File: config.mk
export PLATFORM = sky130hd
export DESIGN_NAME = wav_riff_chunk_parser
export DESIGN_NICKNAME = d
export VERILOG_FILES = /design/src/design/wrc_pkg.sv /design/src/design/wrc_parse_core.sv /design/src/design/wav_riff_chunk_parser.sv
export SDC_FILE = /design/constraint.sdc
export NUM_CORES = 1
export LEC_CHECK = 0
export BUFFER_PORTS_ARGS = -buffer_cell sky130_fd_sc_hd__buf_4
export CAP_MARGIN = 20
export CORE_MARGIN = 2
export CORE_UTILIZATION = 40
export DETAILED_ROUTE_END_ITERATION = 8
export PLACE_DENSITY = 0.65
export SYNTH_ARGS = -nofsm -noshare
export SYNTH_HDL_FRONTEND = slang
export SYNTH_SLANG_ARGS = --single-unit
export TNS_END_PERCENT = 30
File: constraint.sdc
create_clock -name clk -period 5.26 [get_ports clk]
set_input_delay 1.052 -clock clk [delete_from_list [all_inputs] [get_ports clk]]
set_output_delay 1.052 -clock clk [all_outputs]
set_load 0.05 [all_outputs]
File: src/design/wrc_pkg.sv
package wrc_pkg;

	// one input beat: a file byte and its end-of-file mark
	typedef struct packed {
		logic [7:0] in_byte;
		logic       last_byte;
	} wrc_in_t;

	// one result beat
	typedef struct packed {
		logic [2:0]  byte_class;
		logic [7:0]  audio_byte;
		logic        data_start;
		logic [15:0] channels;
		logic [31:0] sample_rate;
		logic [31:0] bytes_per_second;
		logic [15:0] bits_per_sample;
		logic        format_seen;
		logic        file_end;
		logic        truncated;
		logic        rejected;
	} wrc_out_t;

	// parser phase
	typedef enum logic [2:0] {
		PH_FILE = 3'd0,
		PH_CHDR = 3'd1,
		PH_PAY  = 3'd2,
		PH_PAD  = 3'd3,
		PH_REJ  = 3'd4
	} wrc_phase_t;

	// byte class codes
	localparam logic [2:0] CLS_FILE_HDR  = 3'd0;
	localparam logic [2:0] CLS_CHUNK_HDR = 3'd1;
	localparam logic [2:0] CLS_FORMAT    = 3'd2;
	localparam logic [2:0] CLS_AUDIO     = 3'd3;
	localparam logic [2:0] CLS_SKIPPED   = 3'd4;
	localparam logic [2:0] CLS_REJECTED  = 3'd5;

	// chunk names, first byte in the high bits
	localparam logic [31:0] NAME_FMT  = 32'h666D_7420;
	localparam logic [31:0] NAME_DATA = 32'h6461_7461;

	// file and chunk header last positions, format end offset
	localparam logic [3:0] HDR_LAST_POS  = 4'd11;
	localparam logic [2:0] CHDR_LAST_POS = 3'd7;
	localparam logic [4:0] FMT_END_OFF   = 5'd16;

	// flag bits
	localparam int FLAG_FMT   = 0;
	localparam int FLAG_REJ   = 1;
	localparam int FLAG_START = 2;

	// full parser state
	typedef struct packed {
		wrc_phase_t  phase;
		logic [3:0]  field_index;
		logic [31:0] chunk_name;
		logic [31:0] bytes_left;
		logic [4:0]  format_offset;
		logic [15:0] channel_reg;
		logic [31:0] rate_reg;
		logic [31:0] byte_rate_reg;
		logic [15:0] width_reg;
		logic [2:0]  flags;
	} wrc_state_t;

	// expected file header byte; size field positions are never compared
	function automatic logic [7:0] magic_byte(input logic [3:0] pos);
		logic [7:0] m;
		unique case (pos)
			4'd0:    m = 8'h52;
			4'd1:    m = 8'h49;
			4'd2:    m = 8'h46;
			4'd3:    m = 8'h46;
			4'd8:    m = 8'h57;
			4'd9:    m = 8'h41;
			4'd10:   m = 8'h56;
			4'd11:   m = 8'h45;
			default: m = 8'h00;
		endcase
		return m;
	endfunction

endpackage

File: src/design/wrc_parse_core.sv
module wrc_parse_core
	import wrc_pkg::*;
(
	input  logic     clk,
	input  logic     arst_n,
	input  logic     step_en,
	input  wrc_in_t  beat,
	output wrc_out_t result
);

	wrc_state_t state_q;
	wrc_state_t nxt;
	wrc_state_t upd;
	logic [2:0]  cls;
	logic [7:0]  audio;
	logic        start;
	logic        trunc;
	logic [3:0]  hdr_pos;
	logic [2:0]  ch_pos;
	logic [31:0] bl_dec;

	// header position, clamped to the last magic byte
	assign hdr_pos = (state_q.field_index > HDR_LAST_POS) ? HDR_LAST_POS : state_q.field_index;
	assign ch_pos  = state_q.field_index[2:0];
	assign bl_dec  = state_q.bytes_left - 32'd1;

	// per-byte parse step
	always_comb begin
		upd   = state_q;
		cls   = CLS_REJECTED;
		audio = 8'h00;
		start = 1'b0;
		trunc = 1'b0;
		case (state_q.phase)
			PH_FILE: begin
				cls = CLS_FILE_HDR;
				if ((hdr_pos < 4'd4 || hdr_pos >= 4'd8) && beat.in_byte != magic_byte(hdr_pos)) begin
					cls                  = CLS_REJECTED;
					upd.flags[FLAG_REJ]  = 1'b1;
					upd.phase            = PH_REJ;
				end else if (hdr_pos == HDR_LAST_POS) begin
					upd.phase       = PH_CHDR;
					upd.field_index = 4'd0;
				end else begin
					upd.field_index = hdr_pos + 4'd1;
				end
			end
			PH_CHDR: begin
				cls = CLS_CHUNK_HDR;
				if (ch_pos < 3'd4) begin
					upd.chunk_name = {state_q.chunk_name[23:0], beat.in_byte};
				end else begin
					upd.bytes_left[{ch_pos[1:0], 3'b000} +: 8] = beat.in_byte;
				end
				if (ch_pos == CHDR_LAST_POS) begin
					upd.format_offset = 5'd0;
					if (state_q.chunk_name == NAME_FMT) begin
						upd.flags[FLAG_FMT] = 1'b1;
					end
					if (state_q.chunk_name == NAME_DATA) begin
						upd.flags[FLAG_START] = 1'b1;
					end
					if (upd.bytes_left != 32'd0) begin
						upd.phase       = PH_PAY;
						upd.field_index = {3'b000, upd.bytes_left[0]};
					end else begin
						upd.field_index = 4'd0;
					end
				end else begin
					upd.field_index = {1'b0, ch_pos + 3'd1};
				end
			end
			PH_PAY: begin
				if (state_q.chunk_name == NAME_FMT) begin
					cls = CLS_FORMAT;
					case (state_q.format_offset) inside
						5'd2, 5'd3: begin
							upd.channel_reg[{state_q.format_offset[0], 3'b000} +: 8] = beat.in_byte;
						end
						[5'd4:5'd7]: begin
							upd.rate_reg[{state_q.format_offset[1:0], 3'b000} +: 8] = beat.in_byte;
						end
						[5'd8:5'd11]: begin
							upd.byte_rate_reg[{state_q.format_offset[1:0], 3'b000} +: 8] =
								beat.in_byte;
						end
						5'd14, 5'd15: begin
							upd.width_reg[{state_q.format_offset[0], 3'b000} +: 8] = beat.in_byte;
						end
						default: begin
						end
					endcase
					if (state_q.format_offset < FMT_END_OFF) begin
						upd.format_offset = state_q.format_offset + 5'd1;
					end
				end else if (state_q.chunk_name == NAME_DATA) begin
					cls                   = CLS_AUDIO;
					audio                 = beat.in_byte;
					start                 = state_q.flags[FLAG_START];
					upd.flags[FLAG_START] = 1'b0;
				end else begin
					cls = CLS_SKIPPED;
				end
				upd.bytes_left = bl_dec;
				if (bl_dec == 32'd0) begin
					upd.phase       = state_q.field_index[0] ? PH_PAD : PH_CHDR;
					upd.field_index = 4'd0;
				end else if (beat.last_byte) begin
					trunc = 1'b1;
				end
			end
			PH_PAD: begin
				cls             = CLS_SKIPPED;
				upd.phase       = PH_CHDR;
				upd.field_index = 4'd0;
			end
			default: begin
				cls = CLS_REJECTED;
			end
		endcase
	end

	// restart after the last byte of a file
	always_comb begin
		nxt = upd;
		if (beat.last_byte) begin
			nxt = '0;
		end
	end

	// result fields, taken after this byte's update
	always_comb begin
		result.byte_class       = cls;
		result.audio_byte       = audio;
		result.data_start       = start;
		result.channels         = upd.channel_reg;
		result.sample_rate      = upd.rate_reg;
		result.bytes_per_second = upd.byte_rate_reg;
		result.bits_per_sample  = upd.width_reg;
		result.format_seen      = upd.flags[FLAG_FMT];
		result.file_end         = beat.last_byte;
		result.truncated        = trunc;
		result.rejected         = upd.flags[FLAG_REJ];
	end

	// parser state
	always_ff @(posedge clk or negedge arst_n) begin
		if (!arst_n) begin
			state_q <= '0;
		end else if (step_en) begin
			state_q <= nxt;
		end
	end

	// end of file always returns the parser to the file header
	a_restart: assert property (@(posedge clk) disable iff (!arst_n)
		step_en && beat.last_byte |=> state_q.phase == PH_FILE && state_q.field_index == 4'd0
			&& state_q.flags == 3'b000)
		else $error("parser did not restart after file end");

	// a rejected file stays rejected until its end
	a_rej_sticky: assert property (@(posedge clk) disable iff (!arst_n)
		state_q.flags[FLAG_REJ] && !(step_en && beat.last_byte) |=> state_q.flags[FLAG_REJ])
		else $error("rejected flag dropped inside a file");

endmodule

File: src/design/wav_riff_chunk_parser.sv
// channel | dir | handshake           | payload
// --------+-----+---------------------+------------------------------------------
// in      | in  | in_valid / in_ready | in_data  (wrc_in_t: byte, last mark)
// out     | out | out_valid/out_ready | out_data (wrc_out_t: class, audio, format)
//
// one byte per clock sustained while out is not stalled; a result is offered once its
// byte has passed the input register and the result register; the parser state updates
// as a beat moves between the two registers, so the state loop is the timing limit
// async active-low reset clears the parser state and both valid bits
// a stall on out holds the result; in keeps accepting until the input register is full
module wav_riff_chunk_parser
	import wrc_pkg::*;
(
	input  logic     clk,
	input  logic     arst_n,
	input  logic     in_valid,
	output logic     in_ready,
	input  wrc_in_t  in_data,
	output logic     out_valid,
	input  logic     out_ready,
	output wrc_out_t out_data
);

	logic     valid_s1;
	wrc_in_t  data_s1;
	logic     out_valid_q;
	wrc_out_t out_data_q;
	wrc_out_t result;
	logic     adv;
	logic     step_en;

	// flow control
	assign adv      = !out_valid_q || out_ready;
	assign in_ready = !valid_s1 || adv;
	assign step_en  = valid_s1 && adv;

	// input register
	always_ff @(posedge clk or negedge arst_n) begin
		if (!arst_n) begin
			valid_s1 <= 1'b0;
		end else if (in_valid && in_ready) begin
			valid_s1 <= 1'b1;
		end else if (adv) begin
			valid_s1 <= 1'b0;
		end
	end

	always_ff @(posedge clk) begin
		if (in_valid && in_ready) begin
			data_s1 <= in_data;
		end
	end

	// parse step
	wrc_parse_core u_core (
		.clk     (clk),
		.arst_n  (arst_n),
		.step_en (step_en),
		.beat    (data_s1),
		.result  (result)
	);

	// result register
	always_ff @(posedge clk or negedge arst_n) begin
		if (!arst_n) begin
			out_valid_q <= 1'b0;
		end else if (adv) begin
			out_valid_q <= valid_s1;
		end
	end

	always_ff @(posedge clk) begin
		if (step_en) begin
			out_data_q <= result;
		end
	end

	assign out_valid = out_valid_q;
	assign out_data  = out_data_q;

	// truncation is only reported on the last beat of a file
	a_trunc_end: assert property (@(posedge clk) disable iff (!arst_n)
		out_valid && out_data.truncated |-> out_data.file_end)
		else $error("truncated without file end");

	// audio byte and start mark only on audio beats
	a_audio_only: assert property (@(posedge clk) disable iff (!arst_n)
		out_valid && out_data.byte_class != CLS_AUDIO |->
			out_data.audio_byte == 8'h00 && !out_data.data_start)
		else $error("audio fields set on a non-audio beat");

	// rejected beats carry the rejected flag
	a_rej_class: assert property (@(posedge clk) disable iff (!arst_n)
		out_valid && out_data.byte_class == CLS_REJECTED |-> out_data.rejected)
		else $error("rejected class without rejected flag");

endmodule
## Word level (Yosys, flattened, before mapping)

Memory sizes are Yosys's and may differ from the RTL's.
Index checks and enable logic that the tools add are counted.

| word-level totals | value |
|---|---|
| flip-flop bits (word level) | 298 |
| memory bits (read-only) | 96 |
| word-level logic and storage cells | 156 |
| memories | 1 |

| operators by class | value |
|---|---|
| $add $sub $neg | 7 |
| order comparisons | 9 |
| eq/ne operators | 22 |
| shifts and indexed selects | 6 |
| muxes and demuxes | 55 |
| bitwise gates (word level) | 2 |
| reduce and logical (&&, ||, !) cells | 28 |

Memory list:

| memory | words | width | read ports | clocked after memory_dff | write ports | RTL line | source |
|---|---|---|---|---|---|---|---|
| (no name shown) | 16 | 6 | 1 | 0 | 0 | wrc_pkg.sv:72 | `unique case (pos)` |

Operators with widths:

| kind | number |
|---|---|
| $mux W32 | 9 |
| $mux W175 | 1 |
| $mux W101 | 1 |
| $bwmux W32 | 3 |
| $mux W96 | 1 |
| $mux W16 | 5 |
| $pmux W37 S2 | 1 |
| $eq A32 B31 Y1 const B | 2 |
| $shift A8 B7 Y32 const A | 2 |
| $shiftx A8 B7 Y32 | 2 |
| $bwmux W16 | 2 |
| $logic_not A32 Y1 | 1 |
| $reduce_bool A32 Y1 | 1 |
| $sub A32 B1 Y32 const B | 1 |
| $pmux W7 S4 | 1 |
| $mux W3 | 7 |
| $ne A3 B2 Y1 const B | 7 |
| $mux W4 | 4 |
| $shift A8 B6 Y16 const A | 1 |
| $shiftx A8 B6 Y16 | 1 |
| $neg A5 Y7 | 2 |
| $mux W1 | 13 |
| $pmux W3 S4 | 1 |
| $reduce_and A6 Y1 | 2 |
| 41 further kinds | 58 |

## Longest topological paths before layout

| depth | value |
|---|---|
| depth after elaboration | 10 |
| gate-level depth with buffers | 13 |
| gate-level depth less buffers | 12 |

## By module

From an unflattened synthesis, not the netlist that was laid out.

| unflattened totals | value |
|---|---|
| cell total of the unflattened synthesis | 1411 |
| area, all modules | 14654.1 um^2 |

Modules (own cells, without submodules):

| module | times used | cells each | area an instance (um^2) |
|---|---|---|---|
| wrc_parse_core | 1 | 1282 | 10916.7 |
| wav_riff_chunk_parser | 1 | 129 | 3737.3 |

## Worst setup path after synthesis

OpenSTA, ideal clock, no wires.

| path | value |
|---|---|
| path kind | in2reg |
| from | in out_ready |
| to | reg u_core.state_q[106] (netlist bit) |
| data arrival time | 5.157 ns |
| required time | 5.139 ns |
| slack | -0.019 ns |
| stages on the path | 6 |
| cells stage by stage | nand2b_1 -> nand2_1 -> clkinv_1 -> nand2_1 -> nor2_1 -> a22o_2 |

| on the way | value |
|---|---|
| cells in the longest elaborated chain, start to end | 3 |

Ends and longest elaborated chain:

| what | RTL line | source |
|---|---|---|
| start, declared | wav_riff_chunk_parser.sv:20 | `input logic out_ready,` |
| $logic_or A1 B1 Y1 | wav_riff_chunk_parser.sv:33 | `assign adv = !out_valid_q \|\| out_ready;` |
| $logic_and A1 B1 Y1 | wav_riff_chunk_parser.sv:35 | `assign step_en = valid_s1 && adv;` |
| named net step_en | wav_riff_chunk_parser.sv:30 | `logic step_en;` |
| $reduce_and A2 Y1 (no source line) | - |  |
| end signal, assigned | wrc_parse_core.sv:151 | `state_q <= nxt;` |
| end, declared | wrc_parse_core.sv:11 | `wrc_state_t state_q;` |

The timed path passes the listed nets, and every way through them passes these cells.
A chain may end at the register's enable or synchronous reset.

## Final worst setup path

| path | value |
|---|---|
| from | reg u_core.state_q (netlist bit u_core.ch_pos[0]) |
| to | reg u_core.state_q[172] (netlist bit) |

| on the way | value |
|---|---|
| cells in the longest elaborated chain, start to end | 9 |
| elaborated cells on any way between the ends | 26 |

Ends and longest elaborated chain:

| what | RTL line | source |
|---|---|---|
| $gt A4 B4 Y1 | wrc_parse_core.sv:23 | `assign hdr_pos = (state_q.field_index > HDR_LAST_POS) ? HDR_LAST_POS : state_q.field_index;` |
| $mux W4 | wrc_parse_core.sv:23 |  |
| $mem_v2 Z16 W6 | - |  |
| $mux W8 | wrc_parse_core.sv:34 | `case (state_q.phase)` |
| $ne A8 B8 Y1 | wrc_parse_core.sv:37 | `if ((hdr_pos < 4'd4 \|\| hdr_pos >= 4'd8) && beat.in_byte != magic_byte(hdr_pos)) begin` |
| $logic_and A1 B1 Y1 | wrc_parse_core.sv:37 |  |
| $mux W3 | wrc_parse_core.sv:37 |  |
| $pmux W7 S4 | wrc_parse_core.sv:34 |  |
| $mux W175 | wrc_parse_core.sv:126 | `if (beat.last_byte) begin` |

Parallel ways exist; a longest one is shown, timed or not. The select of a mux whose other input is x is not followed.

==> metrics.yaml <==
regArea_sq_um: 8060
wl_met2_um: 17900
ir_drop_mv: 0.209
grt_first_pass_wirelength_um: 61700
synth_cell_types: 75
drc_errors: 0
drtIter0Drc: 1040
crit_family: "compound AO/OA/AOI/OAI gates"
synth_area_sq_um: 14700
worst_slew_pin_slew_ps: 1050
status: "finished clean"
drv_cap: 0
power_frac_seq_pct: 43.2
drt_first_pass_iters: 6
grt_pass1_vias: 11000
dr_wl_met3_um: 2570
drv_slew: 0
fin_skew_ps: 20.9
crit_buf_inv: 1
combPwrFrac_pct: 24.1
clkLatencyLatePin_ps: 520
end_kind: "flip-flop"
tns_ps: 0
dpl_cell_area_sq_um: 16000
wl_um: 39400
drive_above_1_share_pct: 16.3
finalNetCount: 1564
synth.avg_cell_area_sq_um: 10.1
htree_levels: 2
clock-root-buffer: "clkbuf_16"
syn_inst: 1453
fp.dieW_um: 196
synth_seq_cells: 298
cts_resized: 0
cp_slowest_cell: "nor4bb_1"
critPathArrivalTime_ps: 4190
synth_top_flop_cell: "dfrtp_1"
via_per_inst: 5.83
syn_nets: 1487
postCtsSetupBuffers: 0
fin_crit_ps: 3800
numCtsBuffers: 35
timing.final.crit_share_pct: 72.2
ys_warn_count: 0
cp_common_cell: "nor4bb_1"
area_growth_pct: 16.2
die_y_um: 196
m1WireLength_um: 17800
fin_area_sq_um: 17100
slowest_delay_ps: 640
p_sw_share_pct: 32.6
maxSlewHeadroom_pct: 30.3
crit_chain: "inv_1, ha_1, nor4bb_1, and2_1, a22o_1, nor4bb_1, a311oi_1, o21ai_0, a21o_1, a32o_1"
clock-sinks: 298
instances_no_fill: 2024
p_int_w: 0.00465
clock_power_share_pct: 32.7
grt_setup_unrepaired: "false"
pin_count: 127
cts_tree: "done"
setup_violations: 0
leakagePower_nw: 7.04
vias: 11800
synth_edf_count: 121
gp_congestion: 0.924
row_count: 70
antenna_found_initial: 0
multi_input_area_sq_um: 6170
die_area_sq_um: 38400
antenna_cells: 0
fp.coreArea_sq_um: 36400
start_util_pct: 40.4
max_freq_ghz: 0.263
dp.cells: 1959
min_path_type: "flip-flop to flip-flop"
place_hpwl_um: 24500
synthArstFlopShare_pct: 59.4
ys_seq_area_share_pct: 54.7
final_cell_mix: "nand2_1, dfrtp_1, buf_4"
p_sw_w: 0.00225
grt_usage_pct: 20.1
cts.path.max_buffers: 3
overflow: 0
nFillCells: 3359
highest-signal-layer: "met4"
hold_viol: 0
clkTransAtPathRegs_ps: 60
cts_hold_buf: 0
power.density_nw_per_um2: 403
utilization_pct: 47.0
wl_per_cell_um: 19.4
grt_max_degree: 113
worstSetupPathType: "flip-flop to flip-flop"
io_buffers: 126
final_common_cell: "nand2_1"
crit_required_ps: 5650
cp_max_fo: 12
ant_nets: 0
startpoint_type: "flip-flop"
==> sequential cells by signal, indices dropped and copies added, names as in the netlist <==
| name | cells |
|---|---|
| u_core.ch_pos | 3 |
| u_core.state_q | 172 |
| out_valid | 1 |
| valid_s1 | 1 |
| out_data | 112 |
| data_s1 | 9 |
==> synthesized netlist by cell type, drive strengths merged (21+ instances only) <==
master	n	area [sq um]
a22o	49	430
nor2	60	225
o21ai	229	1150
dfrtp	177	4430
ha	21	263
nand2	270	1010
edfxtp	121	3630
mux2	33	372
a22oi	48	360
a21oi	31	155
o31a	65	569
clkbuf	103	387
inv	21	78.8
==> worst register-to-register path, cell delays in order (launching register included) <==
cell and delay, ps:
dfrtp_1 600, inv_1 210, ha_1 400, nor4bb_1 640
and2_1 440, a22o_1 260, nor4bb_1 80, a311oi_1 430
o21ai_0 210, a21o_1 210, a32o_1 200
==> per-layer routing <==
layer	global-route usage, %	up-vias
met5	0	-
met1	28.9	5738
li1	-	5522
met4	6.06	0
met3	3.28	85
met2	31.4	454
==> kinds of logic (layout without fill, tap and decap cells) <==
kind of cell,Yosys count,count (layout),share of synthesized area [%]
compound gates,487,487,21.8
xor+xnor,12,12,0.714
fa+ha+maj,21,21,1.78
buf+inv,133,236,3.49
flops,298,298,54.7
mux,35,35,2.66
simple gates,467,467,14.8
==> worst paths after layout <==
path / slack, ps / end / startpoint / depth (start not counted)
max in group asynchronous: 3640 / u_core.state_q[134] / arst_n / 2
min in group asynchronous: 540 / u_core.state_q[17] / arst_n / 1
worst min register to register: 480 / u_core.state_q[28] / u_core.state_q[28] / 2
worst max-delay path: 1460 / u_core.state_q[172] / u_core.ch_pos[0] / 10
worst max register to register: 1460 / u_core.state_q[172] / u_core.ch_pos[0] / 10
worst min-delay path: 480 / u_core.state_q[28] / u_core.state_q[28] / 2
==> through the flow <==
step                setup slack (ps)  power [W]  hold slack [ps]
floorplan                       1510    0.00421              455
global placement                1710    0.00464              466
detailed placement              1640    0.00468              475
CTS                             1620    0.00696              488
global route                    1300    0.00724              507
finish                          1460    0.00690              481
==> layout make-up <==
cell class,count,area share (%)
clock buffer,51,5.70
clock inverter,12,0.519
inverter,22,0.497
multi-input combinational,1022,36.0
sequential,298,47.1
tap,468,3.42
timing repair buffer,151,6.70
==> power groups by stage <==
stage / sequential, W / combinational (W) / clock [W]
after floorplan: 0.00339 / 0.000817 / 0
after global placement: 0.00301 / 0.00162 / 0
after detailed placement: 0.00303 / 0.00166 / 0
after CTS: 0.00298 / 0.00166 / 0.00231
after global routing: 0.00302 / 0.00181 / 0.00240
final: 0.00298 / 0.00166 / 0.00226
Power figures use the tool's default switching activity.
